## config.mk

```make
export PLATFORM = sky130hd
export DESIGN_NAME = sorted_priority_queue_flat
export DESIGN_NICKNAME = d
export VERILOG_FILES = /design/src/rtl/spq_pkg.sv /design/src/rtl/spq_req_if.sv /design/src/rtl/spq_rsp_if.sv /design/src/rtl/spq_cfg_if.sv /design/src/rtl/spq_cell.sv /design/src/rtl/spq_row.sv /design/src/rtl/sorted_priority_queue.sv /design/src/flat_wrapper.sv
export SDC_FILE = /design/constraint.sdc
export NUM_CORES = 2
export LEC_CHECK = 0
export CAP_MARGIN = 10
export CORE_MARGIN = 2
export CORE_UTILIZATION = 65
export DETAILED_ROUTE_END_ITERATION = 16
export DONT_BUFFER_PORTS = 1
export PLACE_DENSITY = 0.81
export SLEW_MARGIN = 20
export SYNTH_ARGS = -nofsm -noshare
export SYNTH_HDL_FRONTEND = slang
export SYNTH_HIERARCHICAL = 1
export SYNTH_SLANG_ARGS = --single-unit
```

## constraint.sdc

```tcl
create_clock -name clk -period 50.8 [get_ports clk]
set_input_delay 10.16 -clock clk [delete_from_list [all_inputs] [get_ports clk]]
set_output_delay 10.16 -clock clk [all_outputs]
set_load 0.02 [all_outputs]
```

## src/rtl/spq_pkg.sv

```systemverilog
package spq_pkg;

    // Operation codes carried in the kind field of a request beat.
    typedef enum logic [2:0] {
        KIND_OFFER           = 3'd0,
        KIND_POLL            = 3'd1,
        KIND_READ_AT         = 3'd2,
        KIND_REMOVE_AT       = 3'd3,
        KIND_REMOVE_MATCHING = 3'd4
    } kind_t;

    // Status codes reported with every response beat.
    typedef enum logic [1:0] {
        STATUS_OK    = 2'd0,
        STATUS_FULL  = 2'd1,
        STATUS_EMPTY = 2'd2
    } status_t;

    // What every cell of the row does in the current cycle.
    typedef enum logic [1:0] {
        CELL_HOLD,
        CELL_INSERT,
        CELL_DELETE_AT,
        CELL_DELETE_MATCH
    } cell_op_t;

    // Sequencer states.
    typedef enum logic {
        ST_IDLE,
        ST_PURGE
    } state_t;

    // Control word broadcast to all cells.
    typedef struct packed {
        cell_op_t op;
        logic     use_sec;
    } cell_ctrl_t;

endpackage

```

## src/rtl/spq_req_if.sv

```systemverilog
interface spq_req_if #(
    parameter int KEY_BITS = 32,
    parameter int TAG_BITS = 16,
    parameter int POS_BITS = 4
);
    logic                valid;
    logic                ready;
    logic [2:0]          kind;
    logic [KEY_BITS-1:0] primary_key;
    logic [KEY_BITS-1:0] secondary_key;
    logic [TAG_BITS-1:0] entry_tag;
    logic [POS_BITS-1:0] position;

    modport source (
        output valid, kind, primary_key, secondary_key, entry_tag, position,
        input  ready
    );

    modport sink (
        input  valid, kind, primary_key, secondary_key, entry_tag, position,
        output ready
    );
endinterface

```

## src/rtl/spq_rsp_if.sv

```systemverilog
interface spq_rsp_if #(
    parameter int TAG_BITS = 16,
    parameter int CNT_BITS = 5
);
    logic                valid;
    logic                ready;
    logic [TAG_BITS-1:0] result_tag;
    logic                result_valid;
    logic [1:0]          status;
    logic [CNT_BITS-1:0] removed_count;
    logic [CNT_BITS-1:0] occupancy;
    logic [TAG_BITS-1:0] head_tag;
    logic                head_valid;

    modport source (
        output valid, result_tag, result_valid, status, removed_count,
               occupancy, head_tag, head_valid,
        input  ready
    );

    modport sink (
        input  valid, result_tag, result_valid, status, removed_count,
               occupancy, head_tag, head_valid,
        output ready
    );
endinterface

```

## src/rtl/spq_cfg_if.sv

```systemverilog
interface spq_cfg_if;
    logic valid;
    logic ready;
    logic use_secondary_key;

    modport source (
        output valid, use_secondary_key,
        input  ready
    );

    modport sink (
        input  valid, use_secondary_key,
        output ready
    );
endinterface

```

## src/rtl/spq_cell.sv

```systemverilog
module spq_cell
    import spq_pkg::*;
#(
    parameter int KEY_BITS = 32,
    parameter int TAG_BITS = 16,
    parameter int POS_BITS = 4,
    parameter int INDEX    = 0
) (
    input  logic                clk,
    input  logic                rst_n,
    input  cell_ctrl_t          ctrl,
    input  logic [KEY_BITS-1:0] new_pk,
    input  logic [KEY_BITS-1:0] new_sk,
    input  logic [TAG_BITS-1:0] new_tag,
    input  logic [POS_BITS-1:0] pos,
    input  logic [TAG_BITS-1:0] target_tag,
    // Neighbour towards the head.
    input  logic                left_valid,
    input  logic [KEY_BITS-1:0] left_pk,
    input  logic [KEY_BITS-1:0] left_sk,
    input  logic [TAG_BITS-1:0] left_tag,
    input  logic                left_ge,
    input  logic                left_del,
    // Neighbour towards the tail.
    input  logic                right_valid,
    input  logic [KEY_BITS-1:0] right_pk,
    input  logic [KEY_BITS-1:0] right_sk,
    input  logic [TAG_BITS-1:0] right_tag,
    // Own contents and chain outputs.
    output logic                valid,
    output logic [KEY_BITS-1:0] pk,
    output logic [KEY_BITS-1:0] sk,
    output logic [TAG_BITS-1:0] tag,
    output logic                ge,
    output logic                del,
    output logic                next_valid,
    output logic [TAG_BITS-1:0] next_tag
);

    logic                valid_reg, valid_next;
    logic [KEY_BITS-1:0] pk_reg, pk_next;
    logic [KEY_BITS-1:0] sk_reg, sk_next;
    logic [TAG_BITS-1:0] tag_reg, tag_next;
    logic                greater;
    logic                hit;

    // The stored entry sorts after the offered one, the cell is free, or a
    // cell nearer the head has already made room for the offered entry.
    always_comb
    begin
        greater = (pk_reg > new_pk) ||
                  (ctrl.use_sec && (pk_reg == new_pk) && (sk_reg > new_sk));
        ge      = left_ge || !valid_reg || greater;
    end

    // This cell is the one to delete; everything behind it moves up.
    always_comb
    begin
        case (ctrl.op)
            CELL_DELETE_AT:    hit = (pos == POS_BITS'(INDEX));
            CELL_DELETE_MATCH: hit = valid_reg && (tag_reg == target_tag);
            default:           hit = 1'b0;
        endcase
        del = left_del || hit;
    end

    // Next contents: take from the left on insert, from the right on delete.
    always_comb
    begin
        valid_next = valid_reg;
        pk_next    = pk_reg;
        sk_next    = sk_reg;
        tag_next   = tag_reg;
        case (ctrl.op)
            CELL_INSERT:
            begin
                if (left_ge)
                begin
                    valid_next = left_valid;
                    pk_next    = left_pk;
                    sk_next    = left_sk;
                    tag_next   = left_tag;
                end
                else if (ge)
                begin
                    valid_next = 1'b1;
                    pk_next    = new_pk;
                    sk_next    = new_sk;
                    tag_next   = new_tag;
                end
            end
            CELL_DELETE_AT, CELL_DELETE_MATCH:
            begin
                if (del)
                begin
                    valid_next = right_valid;
                    pk_next    = right_pk;
                    sk_next    = right_sk;
                    tag_next   = right_tag;
                end
            end
            default:
            begin
                valid_next = valid_reg;
            end
        endcase
    end

    always_ff @(posedge clk or negedge rst_n)
    begin
        if (!rst_n)
        begin
            valid_reg <= 1'b0;
        end
        else
        begin
            valid_reg <= valid_next;
        end
    end

    always_ff @(posedge clk)
    begin
        pk_reg  <= pk_next;
        sk_reg  <= sk_next;
        tag_reg <= tag_next;
    end

    assign valid      = valid_reg;
    assign pk         = pk_reg;
    assign sk         = sk_reg;
    assign tag        = tag_reg;
    assign next_valid = valid_next;
    assign next_tag   = tag_next;

endmodule

```

## src/rtl/spq_row.sv

```systemverilog
module spq_row
    import spq_pkg::*;
#(
    parameter int CAPACITY = 16,
    parameter int KEY_BITS = 32,
    parameter int TAG_BITS = 16,
    parameter int POS_BITS = 4
) (
    input  logic                clk,
    input  logic                rst_n,
    input  cell_ctrl_t          ctrl,
    input  logic [KEY_BITS-1:0] new_pk,
    input  logic [KEY_BITS-1:0] new_sk,
    input  logic [TAG_BITS-1:0] new_tag,
    input  logic [POS_BITS-1:0] pos,
    input  logic [TAG_BITS-1:0] target_tag,
    output logic [TAG_BITS-1:0] read_tag,
    output logic                head_next_valid,
    output logic [TAG_BITS-1:0] head_next_tag,
    output logic                found
);

    logic                valid_w    [CAPACITY];
    logic [KEY_BITS-1:0] pk_w       [CAPACITY];
    logic [KEY_BITS-1:0] sk_w       [CAPACITY];
    logic [TAG_BITS-1:0] tag_w      [CAPACITY];
    logic                ge_w       [CAPACITY];
    logic                del_w      [CAPACITY];
    logic                nvalid_w   [CAPACITY];
    logic [TAG_BITS-1:0] ntag_w     [CAPACITY];

    // The row of cells, slot 0 at the head.
    for (genvar i = 0; i < CAPACITY; i++)
    begin : g_cell
        logic                l_valid, l_ge, l_del, r_valid;
        logic [KEY_BITS-1:0] l_pk, l_sk, r_pk, r_sk;
        logic [TAG_BITS-1:0] l_tag, r_tag;

        if (i == 0)
        begin : g_first
            assign l_valid = 1'b0;
            assign l_pk    = '0;
            assign l_sk    = '0;
            assign l_tag   = '0;
            assign l_ge    = 1'b0;
            assign l_del   = 1'b0;
        end
        else
        begin : g_mid_l
            assign l_valid = valid_w[i-1];
            assign l_pk    = pk_w[i-1];
            assign l_sk    = sk_w[i-1];
            assign l_tag   = tag_w[i-1];
            assign l_ge    = ge_w[i-1];
            assign l_del   = del_w[i-1];
        end

        if (i == CAPACITY - 1)
        begin : g_last
            assign r_valid = 1'b0;
            assign r_pk    = '0;
            assign r_sk    = '0;
            assign r_tag   = '0;
        end
        else
        begin : g_mid_r
            assign r_valid = valid_w[i+1];
            assign r_pk    = pk_w[i+1];
            assign r_sk    = sk_w[i+1];
            assign r_tag   = tag_w[i+1];
        end

        spq_cell #(
            .KEY_BITS (KEY_BITS),
            .TAG_BITS (TAG_BITS),
            .POS_BITS (POS_BITS),
            .INDEX    (i)
        ) u_cell (
            .clk         (clk),
            .rst_n       (rst_n),
            .ctrl        (ctrl),
            .new_pk      (new_pk),
            .new_sk      (new_sk),
            .new_tag     (new_tag),
            .pos         (pos),
            .target_tag  (target_tag),
            .left_valid  (l_valid),
            .left_pk     (l_pk),
            .left_sk     (l_sk),
            .left_tag    (l_tag),
            .left_ge     (l_ge),
            .left_del    (l_del),
            .right_valid (r_valid),
            .right_pk    (r_pk),
            .right_sk    (r_sk),
            .right_tag   (r_tag),
            .valid       (valid_w[i]),
            .pk          (pk_w[i]),
            .sk          (sk_w[i]),
            .tag         (tag_w[i]),
            .ge          (ge_w[i]),
            .del         (del_w[i]),
            .next_valid  (nvalid_w[i]),
            .next_tag    (ntag_w[i])
        );
    end

    // Tag of the slot at the requested position.
    always_comb
    begin
        read_tag = '0;
        for (int i = 0; i < CAPACITY; i++)
        begin
            if (pos == POS_BITS'(i))
            begin
                read_tag = tag_w[i];
            end
        end
    end

    // Head after this cycle, and whether a delete found its slot.
    assign head_next_valid = nvalid_w[0];
    assign head_next_tag   = ntag_w[0];
    assign found           = del_w[CAPACITY-1];

endmodule

```

## src/rtl/sorted_priority_queue.sv

```systemverilog
// Sorted priority queue built as a row of shift cells, head in slot 0.
//
// Channels: req carries one operation per beat (offer, poll, read_at,
// remove_at, remove_matching); rsp returns exactly one beat per operation,
// always reporting the head tag and the occupancy after the operation;
// cfg writes use_secondary_key, which must only change while the queue is
// idle. cfg is always ready.
// The response to offer, poll, read_at, remove_at or an unknown kind is
// registered in the cycle after its request beat; while rsp is not stalled
// a new request can be taken in every cycle, so these run at one item per
// cycle. remove_matching deletes one matching entry per cycle through the
// row and answers once no match is left; req is not ready meanwhile.
// Reset empties the queue (all cell valid bits clear) and clears the
// configuration; cell contents are not reset.
// Stalls: the response sits in an output register; while rsp is stalled
// with a beat waiting, req is held not ready and the queue keeps its state.
module sorted_priority_queue
    import spq_pkg::*;
#(
    parameter int CAPACITY = 16,
    parameter int KEY_BITS = 32,
    parameter int TAG_BITS = 16
) (
    input  logic      clk,
    input  logic      rst_n,
    spq_req_if.sink   req,
    spq_rsp_if.source rsp,
    spq_cfg_if.sink   cfg
);

    localparam int POS_BITS = $clog2(CAPACITY);
    localparam int CNT_BITS = $clog2(CAPACITY + 1);

    state_t              state_reg, state_next;
    logic [CNT_BITS-1:0] count_reg, count_next;
    logic [CNT_BITS-1:0] purge_reg, purge_next;
    logic [TAG_BITS-1:0] target_reg, target_next;
    logic                use_sec_reg;

    logic                out_valid_reg, out_valid_next;
    logic [TAG_BITS-1:0] out_rtag_reg, out_rtag_next;
    logic                out_rvalid_reg, out_rvalid_next;
    status_t             out_status_reg, out_status_next;
    logic [CNT_BITS-1:0] out_removed_reg, out_removed_next;
    logic [CNT_BITS-1:0] out_occ_reg, out_occ_next;
    logic [TAG_BITS-1:0] out_htag_reg, out_htag_next;
    logic                out_hvalid_reg, out_hvalid_next;

    logic                accept;
    logic                load;
    logic                in_range;
    cell_ctrl_t          ctrl;
    logic [POS_BITS-1:0] cell_pos;
    logic [TAG_BITS-1:0] read_tag;
    logic                head_next_valid;
    logic [TAG_BITS-1:0] head_next_tag;
    logic                found;

    // Handshakes.
    assign req.ready = (state_reg == ST_IDLE) && (!out_valid_reg || rsp.ready);
    assign accept    = req.valid && req.ready;
    assign cfg.ready = 1'b1;

    // Poll always works on the head slot.
    assign cell_pos = (req.kind == KIND_POLL) ? '0 : req.position;
    assign in_range = CNT_BITS'(cell_pos) < count_reg;

    spq_row #(
        .CAPACITY (CAPACITY),
        .KEY_BITS (KEY_BITS),
        .TAG_BITS (TAG_BITS),
        .POS_BITS (POS_BITS)
    ) u_row (
        .clk             (clk),
        .rst_n           (rst_n),
        .ctrl            (ctrl),
        .new_pk          (req.primary_key),
        .new_sk          (req.secondary_key),
        .new_tag         (req.entry_tag),
        .pos             (cell_pos),
        .target_tag      (target_reg),
        .read_tag        (read_tag),
        .head_next_valid (head_next_valid),
        .head_next_tag   (head_next_tag),
        .found           (found)
    );

    // Next state.
    always_comb
    begin
        state_next = state_reg;
        case (state_reg)
            ST_IDLE:
            begin
                if (accept && (req.kind == KIND_REMOVE_MATCHING))
                begin
                    state_next = ST_PURGE;
                end
            end
            ST_PURGE:
            begin
                if (!found)
                begin
                    state_next = ST_IDLE;
                end
            end
            default:
            begin
                state_next = ST_IDLE;
            end
        endcase
    end

    // Cell control, counters and the response fields.
    always_comb
    begin
        ctrl.op         = CELL_HOLD;
        ctrl.use_sec    = use_sec_reg;
        count_next      = count_reg;
        purge_next      = purge_reg;
        target_next     = target_reg;
        load            = 1'b0;
        out_rtag_next   = '0;
        out_rvalid_next = 1'b0;
        out_status_next = STATUS_OK;
        out_removed_next = '0;
        case (state_reg)
            ST_IDLE:
            begin
                if (accept)
                begin
                    load = 1'b1;
                    case (req.kind)
                        KIND_OFFER:
                        begin
                            if (count_reg == CNT_BITS'(CAPACITY))
                            begin
                                out_status_next = STATUS_FULL;
                            end
                            else
                            begin
                                ctrl.op    = CELL_INSERT;
                                count_next = count_reg + 1'b1;
                            end
                        end
                        KIND_POLL, KIND_READ_AT, KIND_REMOVE_AT:
                        begin
                            if (!in_range)
                            begin
                                out_status_next = STATUS_EMPTY;
                            end
                            else
                            begin
                                out_rtag_next   = read_tag;
                                out_rvalid_next = 1'b1;
                                if (req.kind != KIND_READ_AT)
                                begin
                                    ctrl.op    = CELL_DELETE_AT;
                                    count_next = count_reg - 1'b1;
                                end
                            end
                        end
                        KIND_REMOVE_MATCHING:
                        begin
                            load        = 1'b0;
                            purge_next  = '0;
                            target_next = req.entry_tag;
                        end
                        default:
                        begin
                            out_status_next = STATUS_OK;
                        end
                    endcase
                end
            end
            ST_PURGE:
            begin
                // One matching entry leaves the row per cycle.
                ctrl.op = CELL_DELETE_MATCH;
                if (found)
                begin
                    count_next = count_reg - 1'b1;
                    purge_next = purge_reg + 1'b1;
                end
                else
                begin
                    load             = 1'b1;
                    out_removed_next = purge_reg;
                end
            end
            default:
            begin
                ctrl.op = CELL_HOLD;
            end
        endcase

        out_occ_next    = count_next;
        out_hvalid_next = head_next_valid;
        out_htag_next   = head_next_valid ? head_next_tag : '0;
        out_valid_next  = load ? 1'b1 : (rsp.ready ? 1'b0 : out_valid_reg);
    end

    // Control registers.
    always_ff @(posedge clk or negedge rst_n)
    begin
        if (!rst_n)
        begin
            state_reg     <= ST_IDLE;
            count_reg     <= '0;
            use_sec_reg   <= 1'b0;
            out_valid_reg <= 1'b0;
        end
        else
        begin
            state_reg     <= state_next;
            count_reg     <= count_next;
            out_valid_reg <= out_valid_next;
            if (cfg.valid && cfg.ready)
            begin
                use_sec_reg <= cfg.use_secondary_key;
            end
        end
    end

    // Payload registers.
    always_ff @(posedge clk)
    begin
        purge_reg  <= purge_next;
        target_reg <= target_next;
        if (load)
        begin
            out_rtag_reg    <= out_rtag_next;
            out_rvalid_reg  <= out_rvalid_next;
            out_status_reg  <= out_status_next;
            out_removed_reg <= out_removed_next;
            out_occ_reg     <= out_occ_next;
            out_htag_reg    <= out_htag_next;
            out_hvalid_reg  <= out_hvalid_next;
        end
    end

    assign rsp.valid         = out_valid_reg;
    assign rsp.result_tag    = out_rtag_reg;
    assign rsp.result_valid  = out_rvalid_reg;
    assign rsp.status        = out_status_reg;
    assign rsp.removed_count = out_removed_reg;
    assign rsp.occupancy     = out_occ_reg;
    assign rsp.head_tag      = out_htag_reg;
    assign rsp.head_valid    = out_hvalid_reg;

endmodule
```

## src/flat_wrapper.sv

```systemverilog
// flat-port wrapper written by rule: the top's interface ports become plain ports
module sorted_priority_queue_flat import spq_pkg::*;
#(
    parameter int CAPACITY = 16,
    parameter int KEY_BITS = 32,
    parameter int TAG_BITS = 16
)
  (clk, rst_n, req_valid, req_kind, req_primary_key, req_secondary_key, req_entry_tag, req_position, req_ready, rsp_valid, rsp_result_tag, rsp_result_valid, rsp_status, rsp_removed_count, rsp_occupancy, rsp_head_tag, rsp_head_valid, rsp_ready, cfg_valid, cfg_use_secondary_key, cfg_ready);
  spq_req_if #(.KEY_BITS(KEY_BITS), .TAG_BITS(TAG_BITS)) req_i ();
  spq_rsp_if #(.TAG_BITS(TAG_BITS)) rsp_i ();
  spq_cfg_if cfg_i ();
  input  logic clk;
  input  logic rst_n;
  input wire logic [$bits(req_i.valid)-1:0] req_valid;
  input wire logic [$bits(req_i.kind)-1:0] req_kind;
  input wire logic [$bits(req_i.primary_key)-1:0] req_primary_key;
  input wire logic [$bits(req_i.secondary_key)-1:0] req_secondary_key;
  input wire logic [$bits(req_i.entry_tag)-1:0] req_entry_tag;
  input wire logic [$bits(req_i.position)-1:0] req_position;
  output wire logic [$bits(req_i.ready)-1:0] req_ready;
  output wire logic [$bits(rsp_i.valid)-1:0] rsp_valid;
  output wire logic [$bits(rsp_i.result_tag)-1:0] rsp_result_tag;
  output wire logic [$bits(rsp_i.result_valid)-1:0] rsp_result_valid;
  output wire logic [$bits(rsp_i.status)-1:0] rsp_status;
  output wire logic [$bits(rsp_i.removed_count)-1:0] rsp_removed_count;
  output wire logic [$bits(rsp_i.occupancy)-1:0] rsp_occupancy;
  output wire logic [$bits(rsp_i.head_tag)-1:0] rsp_head_tag;
  output wire logic [$bits(rsp_i.head_valid)-1:0] rsp_head_valid;
  input wire logic [$bits(rsp_i.ready)-1:0] rsp_ready;
  input wire logic [$bits(cfg_i.valid)-1:0] cfg_valid;
  input wire logic [$bits(cfg_i.use_secondary_key)-1:0] cfg_use_secondary_key;
  output wire logic [$bits(cfg_i.ready)-1:0] cfg_ready;
  assign req_i.valid = req_valid;
  assign req_i.kind = req_kind;
  assign req_i.primary_key = req_primary_key;
  assign req_i.secondary_key = req_secondary_key;
  assign req_i.entry_tag = req_entry_tag;
  assign req_i.position = req_position;
  assign req_ready = req_i.ready;
  assign rsp_valid = rsp_i.valid;
  assign rsp_result_tag = rsp_i.result_tag;
  assign rsp_result_valid = rsp_i.result_valid;
  assign rsp_status = rsp_i.status;
  assign rsp_removed_count = rsp_i.removed_count;
  assign rsp_occupancy = rsp_i.occupancy;
  assign rsp_head_tag = rsp_i.head_tag;
  assign rsp_head_valid = rsp_i.head_valid;
  assign rsp_i.ready = rsp_ready;
  assign cfg_i.valid = cfg_valid;
  assign cfg_i.use_secondary_key = cfg_use_secondary_key;
  assign cfg_ready = cfg_i.ready;
  sorted_priority_queue #(.CAPACITY(CAPACITY), .KEY_BITS(KEY_BITS), .TAG_BITS(TAG_BITS)) u_core (.clk(clk), .rst_n(rst_n), .req(req_i), .rsp(rsp_i), .cfg(cfg_i));
endmodule
```

==> out/qor.csv <==
stage,metric,value,unit
worst_setup_path,Setup crit start,req_secondary_key[29],
die,die height,402.4,um
place,DP HPWL,234000,um
timing,relative slew slack,0.07652,
timing,final worst-path setup slack,26.76,ns
routing,top layer reached by signal wires,met5,
cts,postcts setup bufs,0,
place,dpl ws,26.31,ns
die,IO Count,142,
routing,via count,89930,
die,overall die width,402.4,um
worst_setup_path,required time of the critical path,51.21,ns
final_layout,Layout Cells excl Fill,13050,
final_layout,Area Growth Syn to Fin,7.111,%
cts,TritonCTS Buffers,157,
worst_setup_path,cell mode on critical path,nand2b_4,
worst_setup_path,Critical Path Start Type,input pin,
routing,WL met2,143400,um
timing,unrepaired setup endpoints after global routing,no,
die,Core Region,158000,um^2
final_layout,"Design Area, Final",110500,um^2
timing,actual slew at the worst max-slew pin,1.373,ns
worst_hold_path,worst hold path class,flop to flop,
worst_setup_path,Crit-path slowest cell,buf_4,
final_layout,Final Core Density,0.6993,
final_layout,layout cell share with drive strength beyond 1,0.04975,
final_layout,final net count,11970,
final_layout,FF/Latch Area,38490,um^2
final_layout,Multi-input gate area,59030,um^2
final_layout,"commonest non-fill, non-tap cell in the layout",o21ai_0,
cts,TritonCTS clock tree,built,
synth,Post-Syn Instances,10990,
global_route,largest net degree at the start of global routing,140,
worst_setup_path,Crit path largest cell delay,0.87,ns
place,# port buffers,0,
cts,maximum clock path buffer count,3,
global_route,initial antenna violation count,5,
routing,final WL,337500,um
cts,H-tree levels,4,
routing,Post-Route M1 WL,133700,um
cts,CTS Hold Bufs,0,
flow_run,# Max-Cap Violations,0,
power,Leakage,50.15,nW
timing,fmax,41.59,MHz
power,Max IR drop VDD,0.00003036,V
final_layout,fillers,11700,
place,Placed Instances,12760,
synth,synth warn,6,
routing,Antenna Violating Nets Remaining,0,
cts,root buffer cell,clkbuf_16,
timing,total negative slack,0,ns
timing,hold_ws,0.5601,ns
routing,DRT iter0 DRCs,14580,
timing,"Hold Violations, Final",0,
worst_hold_path,min-delay src,u_core/u_row/g_cell[15].u_cell/sk[0]$_DFFE_PP_,
synth,Syn Area/Cell,9.389,um^2
global_route,total track usage,0.4026,
worst_setup_path,Critical Path AT,24.45,ns
status,outcome,finished clean,
global_route,first-pass GRT wire length,509500,um
cts,clock latency on the worst-skew pair,0.83,ns
die,die area,161900,um^2
synth,synthesized area,103200,um^2
routing,Routed WL per cell,25.86,um
global_route,Overflow after GRT,0,
die,# rows,146,
routing,Pre-Repair DR Iteration Count,10,
worst_setup_path,CP Class,input pin to flop,
cts,clock transition at the registers of the reported paths,0.06,ns
worst_setup_path,Worst R2R Start,u_core/u_row/g_cell[0].u_cell/sk[29]$_DFFE_PP_,
die,initial core utilization,0.6528,
power,Pwr Density,38.98,nW/um^2
global_route,vias in the first global route,85830,
worst_setup_path,Worst Path Max Fanout,64,
cts,# resized after CTS,0,
timing,fin crit period,24.04,ns
timing,Setup Viol. Count Final,0,
routing,routed wl met3,44750,um
place,DP Area,105200,um^2
timing,Final Skew,0.04602,ns
final_layout,most frequent cells in the layout,"1438 x o21ai_0, 1356 x nand2_1, 1278 x mux2i_1, 1119 x inv_1, 1091 x edfxtp_1",
power,Final Power,4.307,mW
routing,DRC Markers,0,
timing,Slew Limit Fails,0,
routing,Vias/cell,6.892,
place,GPL Wtd Cong,1.040,
timing,final worst-path cycle share,0.4733,
worst_setup_path,CP endpoint kind,flop,
cts,clk sinks,1371,
[path summary, 6_finish.rpt]
path	endpoint	cells past startpoint	slack, ns
min in group asynchronous	u_core/u_row/g_cell[0].u_cell/valid$_DFF_PN0_	0	9.02
max	u_core/u_row/g_cell[15].u_cell/sk[18]$_DFFE_PP_	32	26.76
min reg2reg	u_core/u_row/g_cell[14].u_cell/sk[0]$_DFFE_PP_	2	0.56
min	u_core/u_row/g_cell[14].u_cell/sk[0]$_DFFE_PP_	2	0.56
max reg2reg	u_core/u_row/g_cell[15].u_cell/sk[18]$_DFFE_PP_	31	35.74
max in group asynchronous	u_core/u_row/g_cell[9].u_cell/valid$_DFF_PN0_	0	41.64
[metal layers]
metal | global-route usage | vias up
met2 | 0.5975 | 5677
li1 | - | 40010
met4 | 0.1736 | 2
met1 | 0.5595 | 43410
met5 | 0 | -
met3 | 0.09945 | 829
[worst max-delay path, delay by kind of cell]
kind	cells	cell delay, ns
compound gates	4	1.18
buf+inv	8	2.07
fa+ha+maj	1	0.31
simple gates	19	10.49
[layout make-up]
| type | count | share of cell area |
|---|---|---|
| multi-input combinational | 8074 | 0.5342 |
| sequential | 1371 | 0.3483 |
| clock buffer | 193 | 0.03829 |
| inverter | 1120 | 0.03805 |
| tap | 2072 | 0.02346 |
| timing repair buffer | 123 | 0.008901 |
| clock inverter | 93 | 0.008742 |
| antenna | 2 | 0.00004530 |
[where the power goes]
part           internal, mW  leakage [nW]  total, mW  switching (mW)
registers              1.53          12.6       1.95           0.423
clock network         0.683          2.54       1.18           0.496
logic                 0.494          35.0       1.18           0.686
(Power assumes the default switching activity.)
